--- config.mk ---
export PLATFORM = sky130hd
export DESIGN_NAME = endstop_shuttle_stepper_control
export DESIGN_NICKNAME = d
export VERILOG_FILES = /design/src/sv/essc_pkg.sv /design/src/sv/endstop_shuttle_stepper_control.sv /design/src/sv/essc_cfg_regs.sv /design/src/sv/essc_core.sv
export SDC_FILE = /design/constraint.sdc
export NUM_CORES = 1
export LEC_CHECK = 0
export ABC_AREA = 1
export BUFFER_PORTS_ARGS = -buffer_cell sky130_fd_sc_hd__buf_2
export CAP_MARGIN = 40
export CORE_ASPECT_RATIO = 0.75
export CORE_MARGIN = 2
export CORE_UTILIZATION = 50
export CTS_CLUSTER_SIZE = 25
export DETAILED_ROUTE_END_ITERATION = 8
export HOLD_SLACK_MARGIN = 0.08
export PLACE_DENSITY_LB_ADDON = 0.2
export SYNTH_ARGS = -nofsm -noshare
export SYNTH_HDL_FRONTEND = slang
export SYNTH_HIERARCHICAL = 1
export SYNTH_SLANG_ARGS = --single-unit
--- constraint.sdc ---
create_clock -name clk -period 4.2 [get_ports clk]
set_input_delay 0.42 -clock clk [delete_from_list [all_inputs] [get_ports clk]]
set_output_delay 0.42 -clock clk [all_outputs]
set_load 0.05 [all_outputs]
--- src/sv/essc_pkg.sv ---
// Shared types, codes and reset values for the end-switch shuttle stepper control.
package essc_pkg;

  localparam int CntW = 16;

  // Item kinds
  localparam logic [1:0] KIND_TICK = 2'd0;
  localparam logic [1:0] KIND_PIN  = 2'd1;
  localparam logic [1:0] KIND_POLL = 2'd2;

  // Configuration register indexes
  localparam logic [1:0] REG_LOCKOUT_TICKS  = 2'd0;
  localparam logic [1:0] REG_RETREAT_TOGGLE = 2'd1;
  localparam logic [1:0] REG_RETREAT_PERIOD = 2'd2;
  localparam logic [1:0] REG_CONFIRM_POLLS  = 2'd3;

  // Reset values of the configuration registers
  localparam logic [CntW-1:0] LOCKOUT_TICKS_RST  = 16'd750;
  localparam logic [CntW-1:0] RETREAT_TOGGLE_RST = 16'd250;
  localparam logic [CntW-1:0] RETREAT_PERIOD_RST = 16'd8;
  localparam logic [1:0]      CONFIRM_POLLS_RST  = 2'd2;

  typedef struct packed {
    logic [CntW-1:0] lockout_ticks;
    logic [CntW-1:0] retreat_toggles;
    logic [CntW-1:0] retreat_period_ticks;
    logic [1:0]      confirm_polls;
  } cfg_t;

  typedef struct packed {
    logic [1:0] kind;
    logic       button_low;
    logic       end_one_low;
    logic       end_two_low;
  } item_t;

  typedef struct packed {
    logic step_level;
    logic dir_level;
    logic running;
    logic locked;
    logic retreating;
  } levels_t;

endpackage

--- src/sv/endstop_shuttle_stepper_control.sv ---
// Top level of the end-switch shuttle stepper control: item and result registers.
//
// Each item (timer tick, pin change or end-switch poll, with the sampled pin
// levels) yields exactly one result: the step, direction, running, lockout and
// retreat levels after that item. An accepted item sits in the input register
// while the state update runs over it as one short pass. The levels land in the
// result register when the held item advances, which waits while a result stalls.
// One item is taken per cycle for as long as results are taken.
// The input register and the result register part the two sides: while a
// result waits under stall, one more item is still taken and held. Configuration
// writes are accepted on every cycle (ready is tied high) and must only be made
// while the block is idle. No clearing pass follows reset.
module endstop_shuttle_stepper_control
  import essc_pkg::*;
(
  input  logic            clk,
  input  logic            rst,
  // configuration write channel
  input  logic            cfg_valid,
  output logic            cfg_ready,
  input  logic [1:0]      cfg_index,
  input  logic [CntW-1:0] cfg_data,
  // item channel
  input  logic            in_valid,
  output logic            in_stall,
  input  logic [1:0]      kind,
  input  logic            button_low,
  input  logic            end_one_low,
  input  logic            end_two_low,
  // result channel
  output logic            out_valid,
  input  logic            out_stall,
  output logic            step_level,
  output logic            dir_level,
  output logic            running,
  output logic            locked,
  output logic            retreating
);

  cfg_t    cfg;
  item_t   item;
  logic    item_full;
  levels_t levels_next;
  levels_t res;
  logic    advance;
  logic    take;

  essc_cfg_regs u_cfg (
    .clk       (clk),
    .rst       (rst),
    .cfg_valid (cfg_valid),
    .cfg_ready (cfg_ready),
    .cfg_index (cfg_index),
    .cfg_data  (cfg_data),
    .cfg       (cfg)
  );

  // advance the held item when the result register is free or being emptied
  assign advance  = item_full && (!out_valid || !out_stall);
  assign in_stall = item_full && !advance;
  assign take     = in_valid && !in_stall;

  always_ff @(posedge clk) begin
    if (rst) begin
      item_full <= 1'b0;
    end else if (take) begin
      item_full <= 1'b1;
    end else if (advance) begin
      item_full <= 1'b0;
    end
  end

  // hold the item payload until it advances
  always_ff @(posedge clk) begin
    if (take) begin
      item.kind        <= kind;
      item.button_low  <= button_low;
      item.end_one_low <= end_one_low;
      item.end_two_low <= end_two_low;
    end
  end

  essc_core u_core (
    .clk         (clk),
    .rst         (rst),
    .go          (advance),
    .item        (item),
    .cfg         (cfg),
    .levels_next (levels_next)
  );

  // result register: load on advance, drop once taken
  always_ff @(posedge clk) begin
    if (rst) begin
      out_valid <= 1'b0;
    end else if (advance) begin
      out_valid <= 1'b1;
    end else if (!out_stall) begin
      out_valid <= 1'b0;
    end
  end

  always_ff @(posedge clk) begin
    if (advance) begin
      res <= levels_next;
    end
  end

  assign step_level = res.step_level;
  assign dir_level  = res.dir_level;
  assign running    = res.running;
  assign locked     = res.locked;
  assign retreating = res.retreating;

  // the motor never runs while it retreats
  a_run_not_retreat: assert property (@(posedge clk) disable iff (rst)
    out_valid |-> !(running && retreating))
    else $error("running and retreating both set");

  // a retreat always sits under a lockout
  a_retreat_locked: assert property (@(posedge clk) disable iff (rst)
    out_valid && retreating |-> locked)
    else $error("retreat without lockout");

  // an item that advances always leaves a result behind
  a_advance_result: assert property (@(posedge clk) disable iff (rst)
    advance |=> out_valid)
    else $error("advanced item produced no result");

  // a held item is not lost while the result side stalls
  a_item_held: assert property (@(posedge clk) disable iff (rst)
    item_full && !advance |=> item_full)
    else $error("held item dropped");

endmodule

--- src/sv/essc_cfg_regs.sv ---
// Configuration register file: lockout, retreat and confirmation settings.
module essc_cfg_regs
  import essc_pkg::*;
(
  input  logic            clk,
  input  logic            rst,
  input  logic            cfg_valid,
  output logic            cfg_ready,
  input  logic [1:0]      cfg_index,
  input  logic [CntW-1:0] cfg_data,
  output cfg_t            cfg
);

  assign cfg_ready = 1'b1;

  always_ff @(posedge clk) begin
    if (rst) begin
      cfg.lockout_ticks        <= LOCKOUT_TICKS_RST;
      cfg.retreat_toggles      <= RETREAT_TOGGLE_RST;
      cfg.retreat_period_ticks <= RETREAT_PERIOD_RST;
      cfg.confirm_polls        <= CONFIRM_POLLS_RST;
    end else if (cfg_valid && cfg_ready) begin
      case (cfg_index)
        REG_LOCKOUT_TICKS:  cfg.lockout_ticks        <= cfg_data;
        REG_RETREAT_TOGGLE: cfg.retreat_toggles      <= cfg_data;
        REG_RETREAT_PERIOD: cfg.retreat_period_ticks <= cfg_data;
        REG_CONFIRM_POLLS:  cfg.confirm_polls        <= cfg_data[1:0];
        default: ;
      endcase
    end
  end

endmodule

--- src/sv/essc_core.sv ---
// Controller state and its single-pass update for one item.
module essc_core
  import essc_pkg::*;
(
  input  logic    clk,
  input  logic    rst,
  input  logic    go,
  input  item_t   item,
  input  cfg_t    cfg,
  output levels_t levels_next
);

  logic            run_flag,      run_flag_next;
  logic            dir_bit,       dir_bit_next;
  logic            step_bit,      step_bit_next;
  logic            lock_flag,     lock_flag_next;
  logic [CntW-1:0] lock_count,    lock_count_next;
  logic [1:0]      confirm_count, confirm_count_next;
  logic            retreat_flag,  retreat_flag_next;
  logic [CntW-1:0] retreat_left,  retreat_left_next;
  logic [CntW-1:0] retreat_timer, retreat_timer_next;

  logic [CntW-1:0] timer_inc;
  logic [CntW-1:0] lock_inc;
  logic [1:0]      confirm_inc;
  logic [1:0]      confirm_need;
  logic            poll_hit;
  logic            dir_turn;

  assign timer_inc    = retreat_timer + 1'b1;
  assign lock_inc     = lock_count + 1'b1;
  assign confirm_inc  = confirm_count + 1'b1;
  assign confirm_need = (cfg.confirm_polls == 2'd0) ? 2'd1 : cfg.confirm_polls;
  assign poll_hit     = (item.end_one_low || item.end_two_low) && run_flag && !lock_flag;
  // end switch two turns a high direction low before end switch one is judged
  assign dir_turn     = (item.end_two_low && dir_bit) ? 1'b0 : dir_bit;

  always_comb begin
    run_flag_next      = run_flag;
    dir_bit_next       = dir_bit;
    step_bit_next      = step_bit;
    lock_flag_next     = lock_flag;
    lock_count_next    = lock_count;
    confirm_count_next = confirm_count;
    retreat_flag_next  = retreat_flag;
    retreat_left_next  = retreat_left;
    retreat_timer_next = retreat_timer;

    case (item.kind)
      KIND_TICK: begin
        if (retreat_flag) begin
          retreat_timer_next = timer_inc;
          if (timer_inc >= cfg.retreat_period_ticks) begin
            retreat_timer_next = '0;
            if (retreat_left != '0) begin
              step_bit_next     = !step_bit;
              retreat_left_next = retreat_left - 1'b1;
            end else begin
              retreat_flag_next = 1'b0;
              dir_bit_next      = 1'b0;
              step_bit_next     = 1'b0;
              lock_flag_next    = 1'b1;
              lock_count_next   = '0;
            end
          end
        end else begin
          lock_count_next = lock_inc;
          if (lock_inc == cfg.lockout_ticks) begin
            lock_flag_next  = 1'b0;
            lock_count_next = '0;
          end
          if (run_flag) begin
            step_bit_next = !step_bit;
          end
        end
      end
      KIND_PIN: begin
        if (!retreat_flag && item.button_low && !lock_flag) begin
          if (!run_flag) begin
            run_flag_next = 1'b1;
            dir_bit_next  = 1'b1;
          end else begin
            run_flag_next = 1'b0;
            dir_bit_next  = 1'b0;
            step_bit_next = 1'b0;
          end
          lock_flag_next  = 1'b1;
          lock_count_next = '0;
        end
      end
      KIND_POLL: begin
        if (!retreat_flag) begin
          if (!poll_hit) begin
            confirm_count_next = '0;
          end else if (confirm_inc < confirm_need) begin
            confirm_count_next = confirm_inc;
          end else begin
            dir_bit_next = dir_turn;
            if (item.end_one_low && !dir_turn) begin
              run_flag_next      = 1'b0;
              dir_bit_next       = 1'b1;
              retreat_flag_next  = 1'b1;
              retreat_left_next  = cfg.retreat_toggles;
              retreat_timer_next = '0;
            end
            confirm_count_next = '0;
            lock_flag_next     = 1'b1;
            lock_count_next    = '0;
          end
        end
      end
      default: ;
    endcase
  end

  always_ff @(posedge clk) begin
    if (rst) begin
      run_flag      <= 1'b0;
      dir_bit       <= 1'b0;
      step_bit      <= 1'b0;
      lock_flag     <= 1'b0;
      lock_count    <= '0;
      confirm_count <= '0;
      retreat_flag  <= 1'b0;
      retreat_left  <= '0;
      retreat_timer <= '0;
    end else if (go) begin
      run_flag      <= run_flag_next;
      dir_bit       <= dir_bit_next;
      step_bit      <= step_bit_next;
      lock_flag     <= lock_flag_next;
      lock_count    <= lock_count_next;
      confirm_count <= confirm_count_next;
      retreat_flag  <= retreat_flag_next;
      retreat_left  <= retreat_left_next;
      retreat_timer <= retreat_timer_next;
    end
  end

  assign levels_next.step_level = step_bit_next;
  assign levels_next.dir_level  = dir_bit_next;
  assign levels_next.running    = run_flag_next;
  assign levels_next.locked     = lock_flag_next;
  assign levels_next.retreating = retreat_flag_next;

endmodule

==> impl_metrics.py <==
metrics = {
    "clock_network": {
        "post_cts_buffers": 0,
        "root_buffer": "clkbuf_16",
        "cts_max_level": 4,
        "clk_latency_ns": 0.42,
        "cts.path.max_buffers": 2,
        "cts_sinks": 117,
        "cts_tree": "yes",
        "clk_pin_slew_ns": 0.05,
        "cts_buffers": 17,
    },
    "die": {
        "ios": 36,
        "die-area_sq_um": 14700,
        "start_util_pct": 50.8,
        "rows": 37,
        "fp.dieH_microns": 106,
        "core_sq_um": 13600,
        "die_w_microns": 140,
    },
    "pwr": {
        "ir_drop_v": 0.000350,
        "leakagePower_nw": 3.64,
        "powerDensity_nw_per_um2": 395,
        "p_total_w": 0.00303,
    },
    "synthesis": {
        "yosysTopAreaCell": "dfxtp_1",
        "yosysWarnings": 6,
        "ys_seq_area_share_pct": 35.5,
        "synth.mux.area_fraction_pct": 0,
        "ys_types": 51,
        "syn_nets": 1064,
        "async_flop_share_pct": 0,
        "yosys.area_share.xor_xnor_pct": 2.89,
        "synthAdderAreaFrac_pct": 4.72,
        "yosysTopAreaCellShare_pct": 31.1,
        "synth-edff-count": 10,
        "synth_top_family_by_area": "simple AND/OR/NAND/NOR gates",
        "postSynthCellCount": 1010,
        "ys_ff_latch": 117,
        "synth_ff_type": "dfxtp_1",
        "yosys.area_share.simple_pct": 32.5,
        "synthesis.area_sq_um": 6890,
        "synth_area_leaders": "dfxtp_1 (31%), nand2_1 (13%), inv_1 (7.4%)",
        "synth.avg_cell_area_sq_um": 6.82,
        "synth_compound_area_share_pct": 12.7,
    },
    "timing": {
        "fmax_ghz": 0.274,
        "rsz0062_at_grt": "no",
        "fin_crit_ns": 3.65,
        "min_period_over_period_pct": 87.0,
        "tightest_slew_ns": 0.699,
        "setup_viol": 0,
        "slew_viol_final": 0,
        "timing.final.hold_violations": 0,
        "finClkSkew_ns": 0.00886,
        "finalSetupTns_ns": 0,
        "slew_headroom_pct": 53.4,
    },
    "critical_path": {
        "crit_path_max_fanout": 16,
        "cp-start-kind": "flip-flop",
        "required_ns": 4.55,
        "crit_buf_inv": 1,
        "crit_path_end_kind": "flip-flop",
        "reg2reg_slack_ns": 0.55,
        "crit_type": "flip-flop to flip-flop",
        "critPathSlowestCell": "nor3_4",
        "crit_family": "simple AND/OR/NAND/NOR gates",
        "cp_data_arrival_time_ns": 4.01,
        "slowest_delay_ns": 0.51,
        "path_cells": "and3_1 > nand4_1 > nor3_1 > nand3_1 > nor2_1 > xor2_1 > ha_1 > a21oi_1 > o21ai_0 > a21oi_1 > nand3_1 > buf_4 > nor3_4 > a22oi_1 > nor2_1",
    },
    "drt": {
        "via_per_inst": 5.28,
        "dr.pass1.iters": 6,
        "vias": 6424,
        "wl_per_cell_microns": 14.5,
        "drt-total-wl_microns": 17600,
        "drt_iter0_drc": 655,
        "route.detailed.drc": 0,
        "ant_nets": 0,
    },
    "layout": {
        "area_growth_pct": 11.2,
        "fin_nets": 1082,
        "mostFrequentLayoutCell": "nand2_1",
        "final_cell_mix": "nand2_1 (245), inv_1 (136), nor2_1 (121)",
        "drive_above_1_share_pct": 9.32,
        "fillers": 1350,
        "num_antenna_cells": 0,
    },
    "grt": {
        "grt_pass1_vias": 5777,
        "grt_antenna_before_repair": 0,
        "grt_remaining_overflow": 0,
        "grt_max_degree": 44,
        "grt_use_total_pct": 25.3,
        "grt_pass1_wl_microns": 29300,
    },
    "status": {
        "status": "completed",
    },
    "min_path": {
        "worstHoldPathType": "input pin to flip-flop",
    },
    "run": {
        "maxCapViolations": 0,
    },
    "placement": {
        "place_hpwl_microns": 12800,
        "port_buffers": 34,
        "place.gp.congestion": 0.895,
    },
}
==> routing by layer <==
layer  vias to the layer above  GRT usage (%)  part of all wire, %
met5                         -              0                    0
li1                       3316              -                    -
met2                       217           35.2                   40
met1                      2870           38.1                   51
met4                         0           7.72                  1.3
met3                        21           6.36                  7.4
==> repair_timing <==
action,4_1_cts,5_1_grt
gates resized for setup,0,1
endpoints found under the setup margin,0,4
hold buffers,0,0
==> worst reg2reg max path, stage by stage, from the launching register on <==
cell and delay (ns):
dfxtp_1 0.40, and3_1 0.24, nand4_1 0.17, nor3_1 0.33, nand3_1 0.21, nor2_1 0.16
xor2_1 0.24, ha_1 0.30, a21oi_1 0.14, o21ai_0 0.09, a21oi_1 0.19, nand3_1 0.16
buf_4 0.19, nor3_4 0.51, a22oi_1 0.16, nor2_1 0.12
==> registers in the layout, summed over array words and instances, names as in the netlist, 2 cells and up <==
signal and count:
item 5, u_cfg/cfg 50, u_core/confirm_count 2, u_core/lock_count 16, u_core/retreat_left 16, u_core/retreat_timer 16
==> synth_stat cells, types with 2 or more instances <==
cell type and n:
a211oi_1 4, a22oi_1 10, buf_6 7, clkbuf_1 15
buf_2 6, nor2_2 3, o211ai_1 3, inv_1 136
nor2_1 121, nand3b_1 6, xnor2_1 5, nand3_1 83
nand4_1 28, nor3_4 2, nor4_1 3, buf_4 14
edfxtp_1 10, nor2_4 2, o21ai_0 49, nand2_1 245
nor3_1 5, a21oi_1 57, nand3_2 4, dfxtp_1 107
xor2_1 15, nor3_2 2, ha_1 26, and3_1 2
inv_2 5, a31oi_1 14
==> report_power, final <==
group / leakage (nW) / switching [W] / total [W] / internal, W
clock network: 0.295 / 0.000533 / 0.00147 / 0.000939
logic: 2.38 / 0.000225 / 0.000337 / 0.000112
registers: 0.968 / 0.0000443 / 0.00122 / 0.00117
total: 3.64 / 0.000803 / 0.00303 / 0.00222
==> cell type report <==
type / instances / area, sq um / area share (%)
Clock buffer: 21 / 482 / 6.29
Clock inverter: 11 / 120 / 1.57
Inverter: 142 / 533 / 6.96
Multi-Input combinational cell: 709 / 3640 / 47.6
Sequential cell: 117 / 2440 / 31.9
Tap cell: 175 / 219 / 2.86
Timing Repair Buffer: 41 / 223 / 2.91
==> worst paths after layout <==
kind | to | cells past startpoint | startpoint
worst min-delay path | item[2]$_DFFE_PP_ | 1 | button_low
worst max-delay path | u_core/retreat_timer[15]$_SDFFE_PP0P_ | 15 | u_core/retreat_timer[0]$_SDFFE_PP0P_
worst min register to register | u_core/retreat_timer[5]$_SDFFE_PP0P_ | 2 | u_core/retreat_timer[5]$_SDFFE_PP0P_
worst max register to register | u_core/retreat_timer[15]$_SDFFE_PP0P_ | 15 | u_core/retreat_timer[0]$_SDFFE_PP0P_
==> kinds of logic after synthesis <==
| kind of cell | Yosys count |
|---|---|
| simple gates | 510 |
| buf+inv | 184 |
| compound gates | 151 |
| flops | 117 |
| fa+ha+maj | 26 |
| xor+xnor | 21 |
| other cells | 1 |
==> per-stage QoR <==
step	instance area [sq um]	setup slack (ns)	utilization (%)	hold WS, ns	instances
2_1_floorplan	6890	1.09	-	0.429	1010
3_3_place_gp	7050	0.624	52.0	0.468	1183
3_5_place_dp	7060	0.531	52.0	0.474	1184
4_1_cts	7660	0.505	56.5	0.157	1216
5_1_grt	7660	0.100	56.5	0.151	1216
6_report	7660	0.546	56.5	0.172	1216
No activity file was read; power rests on OpenSTA's default activity.
